File: src/design/ovrb_pkg.sv
// ----------------------------------------------------------------------------
// ovrb_pkg
// Shared types and constants for the overwrite ring byte FIFO core.
// ----------------------------------------------------------------------------
package ovrb_pkg;

    // Default configuration of the core
    localparam int DEPTH_DEF    = 256;
    localparam int MAX_READ_DEF = 64;

    // Command queue between front and back
    localparam int QUEUE_DEPTH = 4;
    localparam int QUEUE_AW    = $clog2(QUEUE_DEPTH);

    // Field widths fixed by the interface
    localparam int BYTE_W  = 8;
    localparam int COUNT_W = 7;
    localparam int SIZE_W  = 9;
    localparam int USED_W  = 8;

    // Request codes
    typedef enum logic [1:0] {
        MODE_PUSH   = 2'd0,
        MODE_READ   = 2'd1,
        MODE_STATUS = 2'd2,
        MODE_FLUSH  = 2'd3
    } mode_t;

    // Classified request as it travels from front to back
    typedef struct packed {
        mode_t              mode;
        logic [BYTE_W-1:0]  data;
        logic [COUNT_W-1:0] count;
    } cmd_t;

    // Back-end sequencer states
    typedef enum logic {
        BK_IDLE,
        BK_READ
    } back_state_t;

endpackage

File: src/design/overwrite_ring_byte_fifo_core.sv
// ----------------------------------------------------------------------------
// overwrite_ring_byte_fifo_core
// Byte ring buffer that overwrites its oldest byte when full.
// ----------------------------------------------------------------------------
// Requests enter a four-deep queue at up to one per cycle while the queue has room
// and are carried out by the back end in order. A status request yields one
// result. A read with a nonzero count that finds data is first set up in the idle
// state and then emits one byte per cycle, while the receiver is ready, from the
// ring store's registered read port; other reads yield one result. A write to the
// ring length register empties the ring and clears the overflow flag; the user
// must make it only while the block is idle, as the block does not enforce it.
// ----------------------------------------------------------------------------
module overwrite_ring_byte_fifo_core #(
    parameter int DEPTH    = ovrb_pkg::DEPTH_DEF,
    parameter int MAX_READ = ovrb_pkg::MAX_READ_DEF
) (
    input  logic                         clk,
    input  logic                         rst_n,
    input  logic                         cfg_valid,
    output logic                         cfg_ready,
    input  logic [ovrb_pkg::SIZE_W-1:0]  cfg_data,
    input  logic                         in_valid,
    output logic                         in_ready,
    input  logic [1:0]                   mode,
    input  logic [ovrb_pkg::BYTE_W-1:0]  data_byte,
    input  logic [ovrb_pkg::COUNT_W-1:0] read_count,
    output logic                         out_valid,
    input  logic                         out_ready,
    output logic [ovrb_pkg::BYTE_W-1:0]  out_byte,
    output logic                         byte_valid,
    output logic                         last,
    output logic [ovrb_pkg::USED_W-1:0]  used_count,
    output logic                         overflow_seen
);

    logic           cmd_valid;
    logic           cmd_pop;
    ovrb_pkg::cmd_t cmd;

    // Accept configuration at any time
    assign cfg_ready = 1'b1;

    ovrb_front #(
        .MAX_READ (MAX_READ)
    ) u_front (
        .clk        (clk),
        .rst_n      (rst_n),
        .in_valid   (in_valid),
        .in_ready   (in_ready),
        .mode       (mode),
        .data_byte  (data_byte),
        .read_count (read_count),
        .cmd_valid  (cmd_valid),
        .cmd        (cmd),
        .cmd_pop    (cmd_pop)
    );

    ovrb_back #(
        .DEPTH (DEPTH)
    ) u_back (
        .clk           (clk),
        .rst_n         (rst_n),
        .cfg_valid     (cfg_valid),
        .cfg_data      (cfg_data),
        .cmd_valid     (cmd_valid),
        .cmd           (cmd),
        .cmd_pop       (cmd_pop),
        .out_valid     (out_valid),
        .out_ready     (out_ready),
        .out_byte      (out_byte),
        .byte_valid    (byte_valid),
        .last          (last),
        .used_count    (used_count),
        .overflow_seen (overflow_seen)
    );

endmodule

File: src/design/ovrb_front.sv
// ----------------------------------------------------------------------------
// ovrb_front
// Accepts requests, clamps the read count and queues them for the back end.
// ----------------------------------------------------------------------------
module ovrb_front #(
    parameter int MAX_READ = ovrb_pkg::MAX_READ_DEF
) (
    input  logic                         clk,
    input  logic                         rst_n,
    input  logic                         in_valid,
    output logic                         in_ready,
    input  logic [1:0]                   mode,
    input  logic [ovrb_pkg::BYTE_W-1:0]  data_byte,
    input  logic [ovrb_pkg::COUNT_W-1:0] read_count,
    output logic                         cmd_valid,
    output ovrb_pkg::cmd_t               cmd,
    input  logic                         cmd_pop
);

    localparam int QD = ovrb_pkg::QUEUE_DEPTH;
    localparam int AW = ovrb_pkg::QUEUE_AW;

    ovrb_pkg::cmd_t q_mem [QD];
    logic [AW-1:0]  wr_ptr_reg, wr_ptr_next;
    logic [AW-1:0]  rd_ptr_reg, rd_ptr_next;
    logic [AW:0]    fill_reg, fill_next;
    ovrb_pkg::cmd_t new_cmd;
    logic           push;

    // Classify the incoming request
    always_comb
    begin
        new_cmd.mode  = ovrb_pkg::mode_t'(mode);
        new_cmd.data  = data_byte;
        new_cmd.count = (read_count > ovrb_pkg::COUNT_W'(MAX_READ))
                        ? ovrb_pkg::COUNT_W'(MAX_READ) : read_count;
    end

    assign in_ready  = (fill_reg != (AW+1)'(QD));
    assign push      = in_valid && in_ready;
    assign cmd_valid = (fill_reg != '0);
    assign cmd       = q_mem[rd_ptr_reg];

    // Advance the queue pointers
    always_comb
    begin
        wr_ptr_next = wr_ptr_reg;
        rd_ptr_next = rd_ptr_reg;
        fill_next   = fill_reg;
        if (push)
        begin
            wr_ptr_next = (wr_ptr_reg == AW'(QD-1)) ? '0 : wr_ptr_reg + AW'(1);
        end
        if (cmd_pop)
        begin
            rd_ptr_next = (rd_ptr_reg == AW'(QD-1)) ? '0 : rd_ptr_reg + AW'(1);
        end
        if (push && !cmd_pop)
        begin
            fill_next = fill_reg + (AW+1)'(1);
        end
        else if (!push && cmd_pop)
        begin
            fill_next = fill_reg - (AW+1)'(1);
        end
    end

    always_ff @(posedge clk or negedge rst_n)
    begin
        if (!rst_n)
        begin
            wr_ptr_reg <= '0;
            rd_ptr_reg <= '0;
            fill_reg   <= '0;
        end
        else
        begin
            wr_ptr_reg <= wr_ptr_next;
            rd_ptr_reg <= rd_ptr_next;
            fill_reg   <= fill_next;
        end
    end

    // Store the request in the queue
    always_ff @(posedge clk)
    begin
        if (push)
        begin
            q_mem[wr_ptr_reg] <= new_cmd;
        end
    end

endmodule

File: src/design/ovrb_back.sv
// ----------------------------------------------------------------------------
// ovrb_back
// Executes queued requests against the ring store and drives the result
// register.
// ----------------------------------------------------------------------------
module ovrb_back #(
    parameter int DEPTH = ovrb_pkg::DEPTH_DEF
) (
    input  logic                         clk,
    input  logic                         rst_n,
    input  logic                         cfg_valid,
    input  logic [ovrb_pkg::SIZE_W-1:0]  cfg_data,
    input  logic                         cmd_valid,
    input  ovrb_pkg::cmd_t               cmd,
    output logic                         cmd_pop,
    output logic                         out_valid,
    input  logic                         out_ready,
    output logic [ovrb_pkg::BYTE_W-1:0]  out_byte,
    output logic                         byte_valid,
    output logic                         last,
    output logic [ovrb_pkg::USED_W-1:0]  used_count,
    output logic                         overflow_seen
);

    localparam int PTR_W     = $clog2(DEPTH);
    localparam int LEN_W     = $clog2(DEPTH + 1);
    localparam int CW        = (LEN_W > ovrb_pkg::SIZE_W) ? LEN_W : ovrb_pkg::SIZE_W;
    localparam int UW        = (LEN_W > ovrb_pkg::USED_W) ? LEN_W : ovrb_pkg::USED_W;
    localparam int RESET_LEN = (DEPTH < 256) ? DEPTH : 256;
    localparam int BW        = ovrb_pkg::BYTE_W;
    localparam int NW        = ovrb_pkg::COUNT_W;

    logic [BW-1:0]         store_mem [DEPTH];
    logic [BW-1:0]         rd_data_reg;

    ovrb_pkg::back_state_t state_reg, state_next;
    logic [PTR_W-1:0]      head_reg, head_next;
    logic [PTR_W-1:0]      tail_reg, tail_next;
    logic [LEN_W-1:0]      len_reg, len_next;
    logic                  ovf_reg, ovf_next;
    logic [NW-1:0]         cnt_reg, cnt_next;
    logic                  out_valid_reg;

    logic [LEN_W-1:0]      head_inc, tail_inc;
    logic [PTR_W-1:0]      head_adv, tail_adv;
    logic [UW-1:0]         used_wide;
    logic [CW-1:0]         size_wide;
    logic                  ring_empty, out_free, rd_last, start_read;
    logic                  wr_en, emit;
    logic [BW-1:0]         e_byte;
    logic                  e_valid, e_last, e_ovf;
    logic [ovrb_pkg::USED_W-1:0] e_used;

    // Pointer arithmetic, wrapping at the ring length
    assign head_inc   = LEN_W'(head_reg) + LEN_W'(1);
    assign tail_inc   = LEN_W'(tail_reg) + LEN_W'(1);
    assign head_adv   = (head_inc == len_reg) ? '0 : head_inc[PTR_W-1:0];
    assign tail_adv   = (tail_inc == len_reg) ? '0 : tail_inc[PTR_W-1:0];
    assign ring_empty = (head_reg == tail_reg);
    assign out_free   = !out_valid_reg || out_ready;
    assign rd_last    = (cnt_reg == NW'(1)) || (tail_adv == head_reg);
    assign start_read = cmd_valid && !cfg_valid && (state_reg == ovrb_pkg::BK_IDLE)
                        && (cmd.mode == ovrb_pkg::MODE_READ) && out_free
                        && (cmd.count != '0) && !ring_empty;

    // Bytes held in the ring
    always_comb
    begin
        if (head_reg >= tail_reg)
        begin
            used_wide = UW'(head_reg) - UW'(tail_reg);
        end
        else
        begin
            used_wide = UW'(len_reg) - UW'(tail_reg) + UW'(head_reg);
        end
    end

    // Clamp a written ring length into 2..DEPTH
    always_comb
    begin
        size_wide = CW'(cfg_data);
        if (size_wide < CW'(2))
        begin
            size_wide = CW'(2);
        end
        else if (size_wide > CW'(DEPTH))
        begin
            size_wide = CW'(DEPTH);
        end
    end

    // Next state
    always_comb
    begin
        state_next = state_reg;
        case (state_reg)
            ovrb_pkg::BK_IDLE:
            begin
                if (start_read)
                begin
                    state_next = ovrb_pkg::BK_READ;
                end
            end
            ovrb_pkg::BK_READ:
            begin
                if (out_free && rd_last)
                begin
                    state_next = ovrb_pkg::BK_IDLE;
                end
            end
            default:
            begin
                state_next = ovrb_pkg::BK_IDLE;
            end
        endcase
    end

    // Actions of the current state
    always_comb
    begin
        cmd_pop   = 1'b0;
        wr_en     = 1'b0;
        emit      = 1'b0;
        e_byte    = '0;
        e_valid   = 1'b0;
        e_last    = 1'b0;
        e_used    = '0;
        e_ovf     = 1'b0;
        head_next = head_reg;
        tail_next = tail_reg;
        len_next  = len_reg;
        ovf_next  = ovf_reg;
        cnt_next  = cnt_reg;
        if (cfg_valid)
        begin
            len_next  = LEN_W'(size_wide);
            head_next = '0;
            tail_next = '0;
            ovf_next  = 1'b0;
        end
        else
        begin
            case (state_reg)
                ovrb_pkg::BK_IDLE:
                begin
                    if (cmd_valid)
                    begin
                        case (cmd.mode)
                            ovrb_pkg::MODE_PUSH:
                            begin
                                cmd_pop   = 1'b1;
                                wr_en     = 1'b1;
                                head_next = head_adv;
                                // Drop the oldest byte when the head catches the tail
                                if (head_adv == tail_reg)
                                begin
                                    tail_next = tail_adv;
                                    ovf_next  = 1'b1;
                                end
                            end
                            ovrb_pkg::MODE_READ:
                            begin
                                if (out_free)
                                begin
                                    cmd_pop  = 1'b1;
                                    cnt_next = cmd.count;
                                    if ((cmd.count == '0) || ring_empty)
                                    begin
                                        emit   = 1'b1;
                                        e_last = 1'b1;
                                    end
                                end
                            end
                            ovrb_pkg::MODE_STATUS:
                            begin
                                if (out_free)
                                begin
                                    cmd_pop  = 1'b1;
                                    emit     = 1'b1;
                                    e_last   = 1'b1;
                                    e_used   = (used_wide > UW'(255)) ? 8'hFF
                                               : used_wide[ovrb_pkg::USED_W-1:0];
                                    e_ovf    = ovf_reg;
                                    ovf_next = 1'b0;
                                end
                            end
                            ovrb_pkg::MODE_FLUSH:
                            begin
                                cmd_pop   = 1'b1;
                                head_next = '0;
                                tail_next = '0;
                                ovf_next  = 1'b0;
                            end
                            default:
                            begin
                                cmd_pop = 1'b1;
                            end
                        endcase
                    end
                end
                ovrb_pkg::BK_READ:
                begin
                    // Emit one byte from the tail per cycle while the result register is free
                    if (out_free)
                    begin
                        emit      = 1'b1;
                        e_byte    = rd_data_reg;
                        e_valid   = 1'b1;
                        e_last    = rd_last;
                        tail_next = tail_adv;
                        cnt_next  = cnt_reg - NW'(1);
                    end
                end
                default:
                begin
                    cmd_pop = 1'b0;
                end
            endcase
        end
    end

    // Control registers
    always_ff @(posedge clk or negedge rst_n)
    begin
        if (!rst_n)
        begin
            state_reg     <= ovrb_pkg::BK_IDLE;
            head_reg      <= '0;
            tail_reg      <= '0;
            len_reg       <= LEN_W'(RESET_LEN);
            ovf_reg       <= 1'b0;
            cnt_reg       <= '0;
            out_valid_reg <= 1'b0;
        end
        else
        begin
            state_reg <= state_next;
            head_reg  <= head_next;
            tail_reg  <= tail_next;
            len_reg   <= len_next;
            ovf_reg   <= ovf_next;
            cnt_reg   <= cnt_next;
            if (emit)
            begin
                out_valid_reg <= 1'b1;
            end
            else if (out_ready)
            begin
                out_valid_reg <= 1'b0;
            end
        end
    end

    // Result payload
    always_ff @(posedge clk)
    begin
        if (emit)
        begin
            out_byte      <= e_byte;
            byte_valid    <= e_valid;
            last          <= e_last;
            used_count    <= e_used;
            overflow_seen <= e_ovf;
        end
    end

    // Ring store: write at head, prefetch the byte at the next tail
    always_ff @(posedge clk)
    begin
        if (wr_en)
        begin
            store_mem[head_reg] <= cmd.data;
        end
        if (wr_en && (head_reg == tail_next))
        begin
            rd_data_reg <= cmd.data;
        end
        else
        begin
            rd_data_reg <= store_mem[tail_next];
        end
    end

    assign out_valid = out_valid_reg;

endmodule

File: config.mk
export PLATFORM = sky130hd
export DESIGN_NAME = overwrite_ring_byte_fifo_core
export DESIGN_NICKNAME = d
export VERILOG_FILES = /design/src/design/ovrb_pkg.sv /design/src/design/overwrite_ring_byte_fifo_core.sv /design/src/design/ovrb_front.sv /design/src/design/ovrb_back.sv
export SDC_FILE = /design/constraint.sdc
export NUM_CORES = 2
export LEC_CHECK = 0
export BUFFER_PORTS_ARGS = -buffer_cell sky130_fd_sc_hd__buf_2
export CAP_MARGIN = 15
export CORE_AREA = 2 2 384 386
export DETAILED_ROUTE_END_ITERATION = 12
export DIE_AREA = 0 0 386 388
export PLACE_DENSITY = 0.76
export SLEW_MARGIN = 25
export SYNTH_ARGS = -nofsm -noshare
export SYNTH_HDL_FRONTEND = slang
export SYNTH_SLANG_ARGS = --single-unit
File: constraint.sdc
create_clock -name clk -period 12.6 [get_ports clk]
set_clock_uncertainty 0.1 [all_clocks]
set_input_delay 0 -clock clk [delete_from_list [all_inputs] [get_ports clk]]
set_output_delay 0 -clock clk [all_outputs]
set_load 0.005 [all_outputs]
# Word level (Yosys, flattened, before mapping)
# Memories as Yosys holds them, arrays and structs flattened. A register that Yosys moved wholly into a read port is not among the register bits.
# Index checks and enable logic that the tools add are counted.
[totals] regBits=61 ramBits=2116 input_bits=31 output_inout_bits=22 n_memories=2
[memory_table] name="u_back.store_mem" depth=256 word_bits=8 rd=1 rd_clocked_by_memory_dff=1 write_ports=1 line_no="ovrb_back.sv:33" text="logic [BW-1:0] store_mem [DEPTH];"
[memory_table] name="u_front.q_mem" depth=4 word_bits=17 rd=1 rd_clocked_by_memory_dff=0 write_ports=1 line_no="ovrb_front.sv:23" text="ovrb_pkg::cmd_t q_mem [QD];"
[op_classes] add_sub_neg=10 order_cmp=5 eq_ne=19 mux=58 n_bitwise=5 reduce_logical=35
[op_table] cell="two-way mux 8 bit" count=10
[op_table] cell="one-hot mux 8 bit (2 select lines)" count=3
[op_table] cell="two-way mux 7 bit" count=5
[op_table] cell="two-way mux 9 bit" count=3
[op_table] cell="two-way mux 1 bit" count=26
[op_table] cell="equality test 8 bit" count=3
[op_table] cell="adder 8 x 1 -> 9 bit (second input constant)" count=2
[op_table] cell="equality test 9 bit" count=2
[op_table] cell="one-hot mux 7 bit (2 select lines)" count=1
[op_table] cell="logical AND 1 bit" count=10
[op_table] cell="one-hot mux 1 bit (2 select lines)" count=5
[op_table] cell="AND reduction 5 bit" count=2
[op_table] cell="adder 9 x 8 -> 9 bit" count=1
[op_table] cell="> comparator 9 x 8 -> 1 bit (second input constant)" count=1
[op_table] cell="> comparator 9 bit (second input constant)" count=1
[op_table] cell="less-than comparator 9 x 2 -> 1 bit (second input constant)" count=1
[op_table] cell="subtractor 8 x 8 -> 9 bit" count=1
[op_table] cell="subtractor 9 x 8 -> 9 bit" count=1
[op_table] cell="equality test 2 bit (second input constant)" count=4
[op_table] cell="greater-or-equal comparator 8 bit" count=1
[op_table] cell="equality test 7 x 1 -> 1 bit (second input constant)" count=1
[op_table] cell="> comparator 7 bit (second input constant)" count=1
[op_table] cell="logical NOT 7 bit" count=1
[op_table] cell="nonzero test 7 bit" count=1
[op_table] cell="23 further kinds" count=45

# Longest topological paths before layout
[logic_depth] depth_word=10 mapped_depth=15

# Hierarchy
# From an unflattened synthesis, not the netlist that was laid out.
[unflattened] hier_cells=3932 area_unflattened_um2=86535.5
[modules_own_cells] mod="ovrb_back" n_inst=1 cells_each=3797 area_per_inst_um2=83555.1 seq_area_each_um2=63106.8
[modules_own_cells] mod="ovrb_front" n_inst=1 cells_each=133 area_per_inst_um2=2969.1 seq_area_each_um2=2217.1
[modules_own_cells] mod="overwrite_ring_byte_fifo_core" n_inst=1 cells_each=2 area_per_inst_um2=11.3 seq_area_each_um2=0.0

# Least setup slack after synthesis
# Ideal clock, no wire load.
[synth_path] kind="flip-flop to flip-flop" start="reg u_front.rd_ptr_reg[0]" end="mem u_back.store_mem[0][0] (netlist name), data pin" setup_time_ps=551 arrival_time_ps=3351 required_time_ps=11949 slack_ps=8598 path_stages_with_launch=4 n_path_buf=2 period_less_slack_ps=4002 cell_sequence="dfrtp_1 clkbuf_1 buf_1 mux4_2"
[synth_rtl] item="start, declared" line_no="ovrb_front.sv:25" text="logic [AW-1:0] rd_ptr_reg, rd_ptr_next;"
[synth_rtl] item="start signal, assigned" line_no="ovrb_front.sv:79" text="rd_ptr_reg <= rd_ptr_next;"
[synth_rtl] item="end, declared" line_no="ovrb_back.sv:33"

# Worst setup path in the final report
[layout_path] start="reg u_front.rd_ptr_reg[1]" end="mem u_back.store_mem[255][6] (netlist name), enable pin"
[layout_between] elab_chain_cells=8
[layout_lines] item="memory (4 x 17 bit)"
[layout_lines] item="logical NOT 2 bit" line_no="ovrb_back.sv:149" text="case (cmd.mode)"
[layout_lines] item="two-way mux 1 bit" line_no="ovrb_back.sv:149"
[layout_lines] item="two-way mux 1 bit" line_no="ovrb_back.sv:147" text="if (cmd_valid)"
[layout_lines] item="two-way mux 1 bit" line_no="ovrb_back.sv:144" text="case (state_reg)"
[layout_lines] item="two-way mux 1 bit" line_no="ovrb_back.sv:135" text="if (cfg_valid)"
[layout_lines] item="two-way mux 1 bit" line_no="ovrb_back.sv:271" text="if (wr_en)"
[layout_lines] item="two-way mux 1 bit (implied by the code)" line_no="ovrb_back.sv:273" text="store_mem[head_reg] <= cmd.data;"
# Every way passes these cells.

==> impl_metrics.tcl <==
set metrics [dict create \
    crit_path_end_kind "flip-flop" \
    yosys.area.top_type_share 0.738 \
    peakVddDrop_mv 0.249 \
    worstSetupPathType "flip-flop to flip-flop" \
    port_buffers 51 \
    largest_register_ff_count 2048 \
    synth_fa_ha_area_frac 0.00706 \
    cts_tree "yes" \
    die_y_um 388 \
    outcome "finished, final reports clean" \
    ys_seq_area_frac 0.752 \
    tightest_slew_ns 1.22 \
    hold_ws_ns 0.0609 \
    rsz0062_at_grt "false" \
    ys_types 70 \
    grt_max_degree 192 \
    ant_nets 0 \
    htreeDepth 4 \
    firstDrtPassIters 6 \
    synth_area_per_cell_um2 21.9 \
    synth_xor_area_frac 0.00542 \
    grt_pass1_wl_mm 305 \
    numCtsBuffers 207 \
    synthTopCellsByCount "2,135 x edfxtp_1, 689 x mux4_2, 295 x nor2_1" \
    nets 4205 \
    synth_top_cell_by_area "edfxtp_1" \
    avgViaCountPerCell 6.89 \
    fill_cells 8752 \
    fp.dieW_um 386 \
    hold_class "input pin to flip-flop" \
    cts_max_path_buffers 3 \
    detail_route.iter0.violations 5975 \
    fp.coreArea_mm2 0.145 \
    finalSetupTns_ns 0 \
    grt_usage 0.285 \
    power_density_mw_per_mm2 231 \
    worstPathMaxFanout 19 \
    syn_area_mm2 0.0868 \
    overflow 0 \
    synth.mux.area_fraction 0.180 \
    die_area_mm2 0.150 \
    ys_warn_count 0 \
    setup_viol 0 \
    synth_top_family_by_area "multiplexers" \
    drive_above_1_share 0.259 \
    maxCapViolations 0 \
    synth-edff-count 2135 \
    hold_depth 3 \
    area_delta_synth_final_pct 11.0 \
    grt_pass1_vias 43000 \
    postLayoutCellArea_mm2 0.0964 \
    vias 42900 \
    fin_crit_ns 5.49 \
    synth-seq-cells 2185 \
    slew_viol_final 0 \
    yosysMostFrequentCell "edfxtp_1" \
    rows 140 \
    synth_cells 3966 \
    cts_resized 0 \
    timing.slew.headroom 0.178 \
    placed_area_mm2 0.0891 \
    clk_pin_slew_ns 0.06 \
    async_flop_share 0.0192 \
    post-route-drc-count 0 \
    grt_antenna_before_repair 11 \
    hold_viol_final 0 \
    numClockSinks 2185 \
    dp.final_hpwl_mm 116 \
    clk_latency_ns 0.84 \
    wirelength_mm 209 \
    fin_crit_sh 0.436 \
    synth_top_flop_cell "edfxtp_1" \
    ff2ff_path_depth 7 \
    start_kind "flip-flop" \
    synth_compound_area_frac 0.0150 \
    io_pins 53 \
    place_congestion 0.883 \
    root_buffer "clkbuf_16" \
    synth_area_leaders "edfxtp_1 74%, mux4_2 18%, nor2_1 1.3%" \
    wire_per_inst_um 33.6 \
    initial_core_util 0.598 \
    required_ns 12.95 \
    synthSimpleGateAreaFrac 0.0258 \
    cp_data_arrival_time_ns 5.84 \
    synth_nets 4040 \
    fmax_mhz 182 \
    leakagePower_nw 29.3 \
]
==> metrics by stage <==
| step | total power (W) | setup slack (ns) | std cells | utilization |
|---|---|---|---|---|
| 2_1_floorplan | 0.0140 | 8.60 | 3966 | - |
| 3_3_place_gp | 0.0161 | 7.38 | 5765 | 0.613 |
| 3_5_place_dp | 0.0163 | 7.37 | 5766 | 0.614 |
| 4_1_cts | 0.0222 | 7.28 | 6217 | 0.663 |
| 5_1_grt | 0.0229 | 7.04 | 6219 | 0.664 |
| 6_report | 0.0222 | 7.11 | 6221 | 0.664 |
==> final timing paths <==
kind                       slack, ns             startpoint                  endpoint
min reg2reg                     0.40    u_front.fill_reg[2]       u_front.fill_reg[2]
max                             7.11  u_front.rd_ptr_reg[1]  u_back.store_mem[255][6]
min                             0.06          read_count[5]       u_front.q_mem[0][5]
max in group asynchronous      12.01                  rst_n        u_back.head_reg[6]
max reg2reg                     7.11  u_front.rd_ptr_reg[1]  u_back.store_mem[255][6]
min in group asynchronous       0.15                  rst_n         u_back.len_reg[8]
==> timing repair <==
action                                 CTS  global route
buffers inserted                         0             0
endpoints found under the hold margin  218             0
hold buffers                            71             0
==> cells by family (layout without fill, tap and decap cells) <==
family                     after synthesis  after routing
and+or+nand+nor                        509            509
DFF                                   2185           2185
other                                    1              3
AOI/OAI and AO/OA                      190            190
adders and majority gates               43             43
muxes                                  703            703
xor gates and xnor gates                49             49
buffers and inverters                  286            622
==> cell type report <==
type                    count  area (um^2)  area share
flip-flops and latches   2185        65300       0.678
multi-input cells        1495        20400       0.211
clock buffers             262         5480      0.0569
well taps                1917         2400      0.0249
repair buffers            185         1610      0.0167
clock inverters           118          970      0.0101
inverters                  57          214     0.00222
diodes                      2         5.00   0.0000519
==> power by group <==
part	internal (W)	total, W	switching, W	leakage (nW)
registers	0.00950	0.00972	0.000227	19.8
clock network	0.00329	0.00599	0.00270	3.15
logic	0.00242	0.00650	0.00409	6.29
==> critical path, cell delays in order, from the launching register on <==
cell and delay [ns]:
dfrtp_1 0.88, mux4_2 0.47, inv_1 0.10, ha_1 0.27, nand2_1 0.29, nor3_1 1.01
nand3_1 0.96, nor2_1 1.00
==> layout by cell type, fill, tap and decap left out, drive strengths merged, types with 6 or more instances in the layout <==
master / instances
a211oi: 23
a21o: 6
a21oi: 32
a221oi: 12
a31oi: 6
and3: 10
buf: 115
bufinv: 10
clkbuf: 262
clkinv: 104
dfrtp: 41
dfxtp: 8
dlygate4sd3: 70
edfxtp: 2135
fa: 10
ha: 33
inv: 59
mux2i: 10
mux4: 689
nand2: 67
nand3: 33
nand4: 8
nor2: 295
nor2b: 24
nor3: 24
nor4: 15
o21ai: 46
o22ai: 9
o31ai: 9
o32ai: 6
or2: 6
xnor2: 35
xor2: 11
==> metal layers <==
layer / track usage / up-vias / share of wire
li1: - / 17000 / -
met5: 0 / - / 0.00049
met4: 0.0978 / 16 / 0.036
met3: 0.0590 / 421 / 0.10
met2: 0.443 / 2774 / 0.49
met1: 0.409 / 22700 / 0.37
Note: power is estimated with default switching activity, not from simulation.
